File: config.mk
export PLATFORM = sky130hd
export DESIGN_NAME = led_pwm_breathe_blink_driver
export DESIGN_NICKNAME = d
export VERILOG_FILES = /design/src/hw/rtl/lpbb_pkg.sv /design/src/hw/rtl/led_pwm_breathe_blink_driver.sv
export SDC_FILE = /design/constraint.sdc
export NUM_CORES = 1
export LEC_CHECK = 0
export BUFFER_PORTS_ARGS = -buffer_cell sky130_fd_sc_hd__buf_2
export CAP_MARGIN = 15
export CELL_PAD_IN_SITES_DETAIL_PLACEMENT = 1
export CELL_PAD_IN_SITES_GLOBAL_PLACEMENT = 2
export CORE_MARGIN = 1.5
export CORE_UTILIZATION = 40
export DETAILED_ROUTE_END_ITERATION = 7
export HOLD_SLACK_MARGIN = 0.02
export PLACE_DENSITY = 0.94
export SLEW_MARGIN = 20
export SYNTH_ARGS = -nofsm -noshare
export SYNTH_HDL_FRONTEND = slang
export SYNTH_SLANG_ARGS = --single-unit
File: constraint.sdc
create_clock -name clk -period 9.5 [get_ports clk]
set_clock_uncertainty 0.05 [all_clocks]
set_input_delay 2.375 -clock clk [delete_from_list [all_inputs] [get_ports clk]]
set_output_delay 2.375 -clock clk [all_outputs]
set_load 0.05 [all_outputs]
File: src/hw/rtl/lpbb_pkg.sv
// ----------------------------------------------------------------------------
// lpbb_pkg
// Shared constants, request codes and per-LED state type for the LED PWM
// breathing / blink driver.
// ----------------------------------------------------------------------------
package lpbb_pkg;

  // LEDs actually driven (1..4); the state array always has LED_SLOTS entries
  localparam int unsigned NUM_LEDS  = 4;
  localparam int unsigned LED_SLOTS = 4;
  localparam int unsigned LED_IDX_W = 2;

  localparam int unsigned PWM_STEPS      = 100;
  localparam int unsigned BLINK_DIV      = 100;
  localparam int unsigned GRAD_DIV       = 5;
  localparam int unsigned DWELL_DARK     = 10;
  localparam int unsigned DWELL_LIT      = 1;
  localparam int unsigned DWELL_MAX      = 15;
  localparam int unsigned REPEAT_FOREVER = 100;

  localparam int unsigned CFG_IDX_W = 2;

  // request codes
  localparam logic [2:0] REQ_TICK    = 3'd0;
  localparam logic [2:0] REQ_OFF     = 3'd1;
  localparam logic [2:0] REQ_ON      = 3'd2;
  localparam logic [2:0] REQ_TOGGLE  = 3'd3;
  localparam logic [2:0] REQ_BREATHE = 3'd4;
  localparam logic [2:0] REQ_BLINK   = 3'd5;

  // configuration register indexes
  localparam logic [CFG_IDX_W-1:0] CFG_BLINK_PERIOD   = 2'd0;
  localparam logic [CFG_IDX_W-1:0] CFG_BLINK_ON_SLOTS = 2'd1;

  typedef struct packed {
    logic       pin;
    logic [6:0] phase;
    logic [6:0] duty;
    logic       breathe;
    logic       falling;
    logic [3:0] dwell;
    logic [6:0] slot_tick;
    logic [7:0] slot_count;
    logic [6:0] burst_done;
    logic [6:0] lit;
    logic [6:0] mute;
    logic [6:0] repeats;
  } led_state_t;

endpackage

File: src/hw/rtl/led_pwm_breathe_blink_driver.sv
// ----------------------------------------------------------------------------
// led_pwm_breathe_blink_driver
// Per-LED 100-step PWM with breathing ramps and blink bursts; returns the
// pin bitmap after every request word.
// ----------------------------------------------------------------------------
// Timing: led_pins is registered and is valid in the cycle after input accept.
// Throughput: one word per cycle unless out_ready stalls; all LEDs update
// in parallel; the output register frees as taken, so both can move together.
// Reset (synchronous): all LED state and tick dividers cleared, blink_period
// = 3, blink_on_slots = 2, output empty.
module led_pwm_breathe_blink_driver
  import lpbb_pkg::*;
(
  input  logic                 clk,
  input  logic                 rst,
  input  logic                 in_valid,
  output logic                 in_ready,
  input  logic [2:0]           req_type,
  input  logic [LED_IDX_W-1:0] led_index,
  input  logic [6:0]           burst_on,
  input  logic [6:0]           burst_mute,
  input  logic [6:0]           repeat_count,
  output logic                 out_valid,
  input  logic                 out_ready,
  output logic [LED_SLOTS-1:0] led_pins,
  input  logic                 cfg_valid,
  output logic                 cfg_ready,
  input  logic [CFG_IDX_W-1:0] cfg_index,
  input  logic [6:0]           cfg_data
);

  logic [6:0] blink_period;
  logic [6:0] blink_on_slots;

  // only the residues of the ms counter modulo 100 and modulo 5 are kept
  logic [6:0] ms_mod100, ms_mod100_next;
  logic [2:0] ms_mod5, ms_mod5_next;

  led_state_t led_q    [LED_SLOTS];
  led_state_t led_next [LED_SLOTS];

  logic [LED_SLOTS-1:0] pins_next;
  logic                 in_fire;
  logic                 is_tick;
  logic                 blink_fire;
  logic                 grad_fire;
  logic                 cfg_period_wr;
  logic                 duty_ok;

  assign in_ready      = !out_valid || out_ready;
  assign cfg_ready     = 1'b1;
  assign in_fire       = in_valid && in_ready;
  assign is_tick       = (req_type == REQ_TICK);
  assign cfg_period_wr = cfg_valid && cfg_ready && (cfg_index == CFG_BLINK_PERIOD);

  always_comb begin
    ms_mod100_next = ms_mod100;
    ms_mod5_next   = ms_mod5;
    if (in_fire && is_tick) begin
      ms_mod100_next = (ms_mod100 == 7'(BLINK_DIV - 1)) ? 7'd0 : ms_mod100 + 7'd1;
      ms_mod5_next   = (ms_mod5 == 3'(GRAD_DIV - 1)) ? 3'd0 : ms_mod5 + 3'd1;
    end
    blink_fire = (ms_mod100_next == 7'd0);
    grad_fire  = (ms_mod5_next == 3'd0);
    // a period write restarts the millisecond count
    if (cfg_period_wr) begin
      ms_mod100_next = 7'd0;
      ms_mod5_next   = 3'd0;
    end
  end

  always_comb begin
    led_state_t s;
    logic [7:0] t;
    logic [8:0] c;
    logic [7:0] span;
    logic [7:0] r;
    logic [7:0] p;
    logic       lvl;
    for (int i = 0; i < LED_SLOTS; i++) begin
      s    = led_q[i];
      t    = {1'b0, s.slot_tick} + 8'd1;
      c    = {1'b0, s.slot_count} + 9'd1;
      span = {1'b0, s.lit} + {1'b0, s.mute};
      r    = {1'b0, s.burst_done} + 8'd1;
      p    = {1'b0, s.phase} + 8'd1;
      lvl  = 1'b0;
      if (in_fire && (i < NUM_LEDS)) begin
        if (is_tick) begin
          // blink runs before breathing; both may touch duty on one tick
          if ((s.lit != 7'd0) && blink_fire) begin
            if (t >= {1'b0, blink_period}) begin
              s.slot_tick = 7'd0;
              if (c >= {1'b0, span}) begin
                s.slot_count = 8'd0;
                if (r >= {1'b0, s.repeats}) begin
                  s.burst_done = 7'd0;
                  if (s.repeats < 7'(REPEAT_FOREVER))
                    s.lit = 7'd0;
                end else begin
                  s.burst_done = r[6:0];
                end
              end else begin
                s.slot_count = c[7:0];
              end
            end else begin
              s.slot_tick = t[6:0];
              if (t >= {1'b0, blink_on_slots})
                s.duty = 7'd0;
              else if (s.slot_count < {1'b0, s.lit})
                s.duty = 7'(PWM_STEPS);
            end
          end
          if (s.breathe && grad_fire) begin
            if (s.falling) begin
              if (s.duty != 7'd0) begin
                s.duty  = s.duty - 7'd1;
                s.dwell = 4'd0;
              end else begin
                if (s.dwell < 4'(DWELL_MAX))
                  s.dwell = s.dwell + 4'd1;
                if (s.dwell >= 4'(DWELL_DARK))
                  s.falling = 1'b0;
              end
            end else begin
              if (s.duty < 7'(PWM_STEPS)) begin
                s.duty  = s.duty + 7'd1;
                s.dwell = 4'd0;
              end else begin
                if (s.dwell < 4'(DWELL_MAX))
                  s.dwell = s.dwell + 4'd1;
                if (s.dwell >= 4'(DWELL_LIT))
                  s.falling = 1'b1;
              end
            end
          end
          if (p >= 8'(PWM_STEPS))
            p = 8'd0;
          s.phase = p[6:0];
          s.pin   = (p[6:0] < s.duty);
        end else if (led_index == LED_IDX_W'(i)) begin
          case (req_type)
            REQ_OFF, REQ_ON, REQ_TOGGLE: begin
              if (req_type == REQ_TOGGLE)
                lvl = !s.pin;
              else
                lvl = (req_type == REQ_ON);
              s.breathe = 1'b0;
              s.lit     = 7'd0;
              s.duty    = lvl ? 7'(PWM_STEPS) : 7'd0;
              s.pin     = lvl;
            end
            REQ_BREATHE: begin
              s.duty    = 7'd0;
              s.falling = 1'b0;
              s.dwell   = 4'd0;
              s.breathe = 1'b1;
            end
            REQ_BLINK: begin
              s.lit        = burst_on;
              s.mute       = burst_mute;
              s.repeats    = repeat_count;
              s.slot_count = 8'd0;
              s.burst_done = 7'd0;
            end
            default: ;
          endcase
        end
      end
      if (cfg_period_wr)
        s.slot_tick = 7'd0;
      led_next[i]  = s;
      pins_next[i] = s.pin;
    end
  end

  always_ff @(posedge clk) begin
    if (rst) begin
      blink_period   <= 7'd3;
      blink_on_slots <= 7'd2;
      ms_mod100      <= 7'd0;
      ms_mod5        <= 3'd0;
      out_valid      <= 1'b0;
      led_pins       <= '0;
      for (int i = 0; i < LED_SLOTS; i++)
        led_q[i] <= '0;
    end else begin
      ms_mod100 <= ms_mod100_next;
      ms_mod5   <= ms_mod5_next;
      for (int i = 0; i < LED_SLOTS; i++)
        led_q[i] <= led_next[i];
      if (in_fire) begin
        out_valid <= 1'b1;
        led_pins  <= pins_next;
      end else if (out_ready) begin
        out_valid <= 1'b0;
      end
      if (cfg_valid && cfg_ready) begin
        case (cfg_index)
          CFG_BLINK_PERIOD:   blink_period   <= cfg_data;
          CFG_BLINK_ON_SLOTS: blink_on_slots <= cfg_data;
          default: ;
        endcase
      end
    end
  end

  always_comb begin
    duty_ok = 1'b1;
    for (int i = 0; i < LED_SLOTS; i++)
      if (led_q[i].duty > 7'(PWM_STEPS))
        duty_ok = 1'b0;
  end

  a_div_range: assert property (@(posedge clk) disable iff (rst)
    (ms_mod100 < 7'(BLINK_DIV)) && (ms_mod5 < 3'(GRAD_DIV)))
    else $error("tick divider out of range");

  a_duty_range: assert property (@(posedge clk) disable iff (rst) duty_ok)
    else $error("duty level above full scale");

  a_accept_out: assert property (@(posedge clk) disable iff (rst)
    (in_valid && in_ready) |=> (out_valid && (led_pins == $past(pins_next))))
    else $error("accepted word did not reach the output register");

  a_div_step: assert property (@(posedge clk) disable iff (rst)
    (in_valid && in_ready && req_type == REQ_TICK && !cfg_valid && ms_mod5 == 3'd4)
      |=> (ms_mod5 == 3'd0))
    else $error("ms divider did not wrap");

endmodule
Word level (Yosys, flattened, before mapping)
Memories as Yosys holds them, arrays and structs flattened.
Index checks and enable logic that the tools add are counted.
{ "totals": {"ff_bits": 29, "mem_bits_ro": 0, "latch_bits": 0, "mem_count": 1, "mem_bits_rw": 256} }
{ "classes": {"n_shift": 0, "n_addsub": 34, "n_mul": 0, "mux": 281, "reduce_logical": 35, "div": 0, "order_cmp": 48, "eq_ne": 11, "bitwise_logic": 4} }
{ "mem_list": {"columns": ["name", "depth", "width", "read_ports", "rd_ports_with_merged_regs", "wr", "line", "source"], "rows": [
  ["led_q", 4, 64, 4, 0, 4, "led_pwm_breathe_blink_driver.sv:39", "led_state_t led_q [LED_SLOTS];"]
]} }
{ "ops": {"columns": ["op", "n"], "rows": [
  ["$mux W7", 98],
  ["$mux W64", 8],
  ["$mux W4", 52],
  ["$mux W22", 8],
  ["$mux W14", 12],
  ["$mux W36", 4],
  ["$mux W29", 4],
  ["$add A7 B1 Y8 const B", 12],
  ["$ge A8 B7 Y1", 12],
  ["$mux W5", 16],
  ["$pmux W8 S2", 4],
  ["$mux W15", 4],
  ["$mux W1", 57],
  ["$lt A7 B7 Y1 const B", 8],
  ["$pmux W7 S2", 4],
  ["$reduce_bool A7 Y1", 8],
  ["$mux W13", 4],
  ["$add A8 B1 Y9 const B", 4],
  ["$ge A9 B8 Y1", 4],
  ["$add A7 B1 Y7 const B", 5],
  ["$add A7 B7 Y8", 4],
  ["$ge A8 B7 Y1 const B", 4],
  ["$lt A8 B7 Y1", 4],
  ["$mux W8", 4],
  ["other kinds (25)", 69]
]} }

Depth between registers and ports, before layout
{ "logic_depth": {"ltp_word": 25, "mapped_depth": 29, "mapped_depth_nobuf": 28} }

Worst setup path after synthesis
No wires, ideal clock.
{ "synth_timing": {"path_type": "in2reg", "startpoint": "in out_ready", "endpoint": "reg led_pins[1]", "required_time_ns": 9.364, "arrival_time_ns": 6.865, "cell_stages": 26, "slack_ns": 2.500, "path_cell_list": "nor2b_1 inv_1 nand3_1 nor2_1 a221oi_2 buf_2 nand4_1 nand2_1 inv_1 ha_1 and3_1 nand2_1 or3_1 a21oi_1 a21o_1 a32oi_1 ha_1 a21oi_1 o21ai_0 nor4b_1 and2_1 a31oi_1 o41a_1 o31ai_1 nor3_1 a211oi_1"} }
{ "synth_via": {"elab_chain_cells": 18, "elab_cells_between_ends": 25, "cone_classes": "add/sub (2); order compare (2); mux (13); reduce/logical (8)"} }
{ "synth_lines": {"columns": ["element", "line", "source"], "rows": [
  ["start: declaration", "led_pwm_breathe_blink_driver.sv:24", "input logic out_ready,"],
  ["$logic_or A1 B1 Y1 (*)", "led_pwm_breathe_blink_driver.sv:50", "assign in_ready = !out_valid || out_ready;"],
  ["via in_ready", "led_pwm_breathe_blink_driver.sv:17", "output logic in_ready,"],
  ["$logic_and A1 B1 Y1 (*)", "led_pwm_breathe_blink_driver.sv:52", "assign in_fire = in_valid && in_ready;"],
  ["$logic_and A1 B1 Y1", "led_pwm_breathe_blink_driver.sv:59", "if (in_fire && is_tick) begin"],
  ["$mux W7", "led_pwm_breathe_blink_driver.sv:59", null],
  ["$logic_not A7 Y1", "led_pwm_breathe_blink_driver.sv:63", "blink_fire = (ms_mod100_next == 7'd0);"],
  ["$logic_and A1 B1 Y1", "led_pwm_breathe_blink_driver.sv:91", "if ((s.lit != 7'd0) && blink_fire) begin"],
  ["$mux W7", "led_pwm_breathe_blink_driver.sv:91", null],
  ["[... 3 more ...]", null, null],
  ["$mux W7, on equally long branches", "led_pwm_breathe_blink_driver.sv:126, led_pwm_breathe_blink_driver.sv:116", null],
  ["$mux W7", "led_pwm_breathe_blink_driver.sv:115", "if (s.falling) begin"],
  ["$mux W7", "led_pwm_breathe_blink_driver.sv:114", "if (s.breathe && grad_fire) begin"],
  ["$mux W7", "led_pwm_breathe_blink_driver.sv:89", "if (is_tick) begin"],
  ["$mux W7", "led_pwm_breathe_blink_driver.sv:88", "if (in_fire && (i < NUM_LEDS)) begin"],
  ["$lt A7 B7 Y1", "led_pwm_breathe_blink_driver.sv:140", "s.pin = (p[6:0] < s.duty);"],
  ["$mux W1", "led_pwm_breathe_blink_driver.sv:89", null],
  ["$mux W64", "led_pwm_breathe_blink_driver.sv:88", null],
  ["end signal: assignment", "led_pwm_breathe_blink_driver.sv:194", "led_pins <= pins_next;"],
  ["end: declaration", "led_pwm_breathe_blink_driver.sv:25", "output logic [LED_SLOTS-1:0] led_pins,"]
]} }
The timed path passes the listed nets; every way through them passes the cells marked *. The select of a mux whose other input is x is not followed.
A chain may end at the register's enable or synchronous reset.

Worst setup path in the final report
{ "layout_timing": {"startpoint": "in req_type[2]", "endpoint": "reg led_pins[2]"} }
{ "layout_via": {"elab_chain_cells": 17, "elab_cells_between_ends": 35, "cone_classes": "add/sub (2); order compare (2); eq/ne (3); mux (20); reduce/logical (8)"} }
{ "layout_lines": {"columns": ["element", "line", "source"], "rows": [
  ["start: declaration", "led_pwm_breathe_blink_driver.sv:18", "input logic [2:0] req_type,"],
  ["$logic_not A3 Y1", "led_pwm_breathe_blink_driver.sv:53", "assign is_tick = (req_type == REQ_TICK);"],
  ["$logic_and A1 B1 Y1", "led_pwm_breathe_blink_driver.sv:59", null],
  ["$mux W7", "led_pwm_breathe_blink_driver.sv:59", null],
  ["$logic_not A7 Y1", "led_pwm_breathe_blink_driver.sv:63", null],
  ["$logic_and A1 B1 Y1", "led_pwm_breathe_blink_driver.sv:91", null],
  ["$mux W7", "led_pwm_breathe_blink_driver.sv:91", null],
  ["$mux W7", "led_pwm_breathe_blink_driver.sv:89", null],
  ["$mux W7", "led_pwm_breathe_blink_driver.sv:88", null],
  ["$add A7 B1 Y7 (tied with other cells)", "led_pwm_breathe_blink_driver.sv:127", "s.duty = s.duty + 7'd1;"],
  ["$mux W7, on equally long branches", "led_pwm_breathe_blink_driver.sv:126, led_pwm_breathe_blink_driver.sv:116", null],
  ["$mux W7", "led_pwm_breathe_blink_driver.sv:115", null],
  ["$mux W7", "led_pwm_breathe_blink_driver.sv:114", null],
  ["$mux W7", "led_pwm_breathe_blink_driver.sv:89", null],
  ["$mux W7", "led_pwm_breathe_blink_driver.sv:88", null],
  ["$lt A7 B7 Y1", "led_pwm_breathe_blink_driver.sv:140", null],
  ["$mux W1 (*)", "led_pwm_breathe_blink_driver.sv:89", null],
  ["$mux W64 (*)", "led_pwm_breathe_blink_driver.sv:88", null]
]} }
Every way passes the cells marked *; elsewhere a longest branch is shown, timed or not. The select of a mux whose other input is x is not followed.

==> summary.txt <==
Final layout
  – Ant. Diodes: 0
  – Fin area: 23,600 µm²
  – Fill cells: 6,530
  – P&R area growth vs syn: 9.77%
  – Flip-flop and latch area: 5710 µm²
  – Final net count: 3,085
  – Footprint of the multi-input gates: 14,800 µm²
  – Share of layout cells above drive strength 1: 0.0610

Placed design
  – Placement Setup Slack: 1100 ps
  – GP Congestion: 0.884
  – Hpwl dp: 54,200 µm
  – Area of placed instances: 22,300 µm²
  – Input/output buffers: 45

STA
  – Fin. Hold Viols: 0
  – RSZ-0062 raised after global routing: false
  – Max Slew Vio Count: 0
  – Final TNS setup: 0 ps
  – Final Setup Violations: 0
  – Actual slew at the worst max-slew pin: 1110 ps
  – Tmin final: 7930 ps
  – Worst setup margin: 1570 ps
  – Relative slew slack: 0.260
  – F_max: 126 MHz
  – Final period utilization: 0.834

Worst setup path
  – Slowest cell on the critical path: or3_4
  – Critical Path RT: 9910 ps
  – Endpoint type of the worst setup path: register
  – CP top delay family: simple AND/OR/NAND/NOR gates
  – CP max FO: 34
  – Worst path bufs/invs: 5
  – Worst EP arrival: 8340 ps
  – CP max stage delay: 570 ps
  – CP startpoint kind: primary input
  – Crit Path Category: in -> reg
  – CP dominant cell by count: inv_1

Die
  – Num rows: 84
  – Die Width: 235 µm
  – Num ports: 47
  – Core box area: 52,900 µm²
  – Die area: 55,200 µm²
  – Die Y: 235 µm
  – Starting Density: 0.407

Drt
  – DRT met1 WL: 32,600 µm
  – Met2 Wirelength: 34,600 µm
  – Wire length on met3: 3020 µm
  – # DRC: 0
  – Vias: 21.2k
  – Final WL: 72,600 µm
  – Routed len/inst: 20.6 µm
  – Via-to-Cell Ratio: 6.01
  – Drt first pass iters: 5
  – Final ANT Viol Nets: 0
  – Max layer used: met4
  – DR iter-0 viols: 1,117

Yosys
  – Sequential area share after synthesis: 0.265
  – Area of the mapped netlist: 21,500 µm²
  – Post-Synth XOR/XNOR Area: 0.0431
  – Post-Syn Instances: 2,833
  – Main combinational cell family by area after synthesis: simple AND/OR/NAND/NOR gates
  – Synth Area in Simple Gates: 0.247
  – Post-synth EDFFs: 0
  – Async set or reset register ratio after synthesis: 0
  – Commonest cells post-synth: nand2_1 (343), a21oi_1 (308), dfxtp_1 (285)
  – Prevailing post-synth register cell: dfxtp_1
  – Yosys warning total: 0
  – Most frequent cell after synthesis: nand2_1
  – Synthesized area per cell: 7.60 µm²
  – Synth unique cells: 95
  – Synth Area in Compound Gates: 0.242
  – Yosys reg bits: 285
  – Syn nets: 3,112
  – Synth area leaders: dfxtp_1 (26%), ha_1 (14%), a21oi_1 (7.2%), nand2_1 (6.0%), nor2_1 (3.9%)
  – Yosys top cell area share: 0.265
  – Post-synthesis mux area share: 0.0125
  – Top cell type by total area after synthesis: dfxtp_1
  – Post-Synth Adder-Cell Area: 0.140

Power
  – Clock share of power: 0.531
  – Switching part of the total: 0.248
  – Net load switching power: 0.747 mW
  – P_int: 2.26 mW
  – Sequential share of power: 0.404
  – Peak supply drop: 0.129 mV
  – Logic pwr share: 0.065
  – Pwr dens: 127 nW/µm²
  – Overall power: 3.01 mW
  – Leak: 9.27 nW

Clocking
  – Clk root buf: clkbuf_16
  – Worst-path clk slew: 50 ps
  – Hold_buf cts: 0
  – Clock latency on the worst-skew pair: 570 ps
  – H-tree depth: 2
  – CTS Buf Count: 38
  – Post-CTS setup buffers: 0
  – CTS Buffer Depth: 3
  – Post-cts repair resize count: 0
  – CTS tree: yes
  – Clock Sinks: 285

Worst hold path
  – Worst min-delay path class: reg -> reg

Global route
  – Initial antenna violation count: 0
  – First-pass GRT wire length: 118,000 µm
  – Global route overflow: 0
  – Vias in the first global route: 21.8k
  – Largest net degree at the start of global routing: 82
  – Gr usage total: 0.258

Status
  – Status: finished, final reports clean

Run
  – Max-cap violations: 0
cells by family (layout without fill, tap and decap cells):
| family | count (synthesis) | after routing |
|---|---|---|
| simple gates | 1072 | 1072 |
| compound gates | 822 | 822 |
| flops | 285 | 285 |
| buf+inv | 282 | 283 |
| fa+ha+maj | 239 | 239 |
| xor+xnor | 106 | 106 |
| mux | 26 | 26 |
| other cells | 1 | 1 |
path summary, 6_finish.rpt:
kind                      from     endpoint  slack, ps  cells past startpoint
setup / recovery   req_type[2]  led_pins[2]       1570                     25
hold / removal     led_q[3][3]  led_q[3][3]        410                      2
setup reg to reg  led_q[2][36]  led_pins[2]       2970                     27
hold reg to reg    led_q[3][3]  led_q[3][3]        410                      2
metrics by stage:
step | hold WS [ps] | util | instances
floorplan | 386 | - | 2833
global placement | 396 | 0.422 | 3454
detailed placement | 401 | 0.422 | 3454
CTS | 409 | 0.447 | 3522
global route | 432 | 0.447 | 3522
finish | 405 | 0.447 | 3522
area by class of cell:
type	count	area share
clock buffer	52	0.0450
clock inverter	16	0.0121
inverter	153	0.0243
multi-input combinational	2266	0.625
sequential	285	0.241
tap	688	0.0364
timing repair buffer	62	0.0153
state kept, by name, indices dropped and copies added, names as in the netlist:
| name | count |
|---|---|
| led_q | 256 |
| ms_mod5 | 3 |
| blink_period | 7 |
| ms_mod100 | 7 |
| out_valid | 1 |
| blink_on_slots | 7 |
| led_pins | 4 |
worst min-delay path, cell delays in order (launching register included):
cell     delay [ps]
dfxtp_1         310
nand2_1          50
a21oi_1          50
layout by cell type, fill, tap and decap left out, types with 15 or more instances in the layout:
master,n
a211oi_1,32
a21o_1,53
a21oi_1,308
a31oi_1,35
and2_1,22
and3_1,48
buf_2,44
buf_4,17
clkbuf_16,39
dfxtp_1,285
ha_1,235
inv_1,153
mux2i_1,19
nand2_1,343
nand2b_1,30
nand3_1,92
nand3b_1,23
nand4_1,39
nor2_1,224
nor2b_1,26
nor3_1,84
nor4_1,20
o211ai_1,24
o21a_1,20
o21ai_0,142
o22ai_1,15
or3_1,45
xnor2_1,58
xor2_1,48
power groups by stage:
stage	combinational, mW	sequential (mW)	clock (mW)
4_1_cts	0.195	1.21	1.63
3_3_place_gp	0.187	1.24	0
6_report	0.196	1.21	1.60
3_5_place_dp	0.194	1.24	0
5_1_grt	0.213	1.21	1.67
2_1_floorplan	0.118	1.24	0
routing by layer:
| metal | up-vias | track usage |
|---|---|---|
| met5 | - | 0 |
| met4 | 0 | 0.0895 |
| met3 | 137 | 0.0315 |
| li1 | 10200 | - |
| met1 | 10300 | 0.330 |
| met2 | 445 | 0.448 |
(Power assumes the default switching activity.)
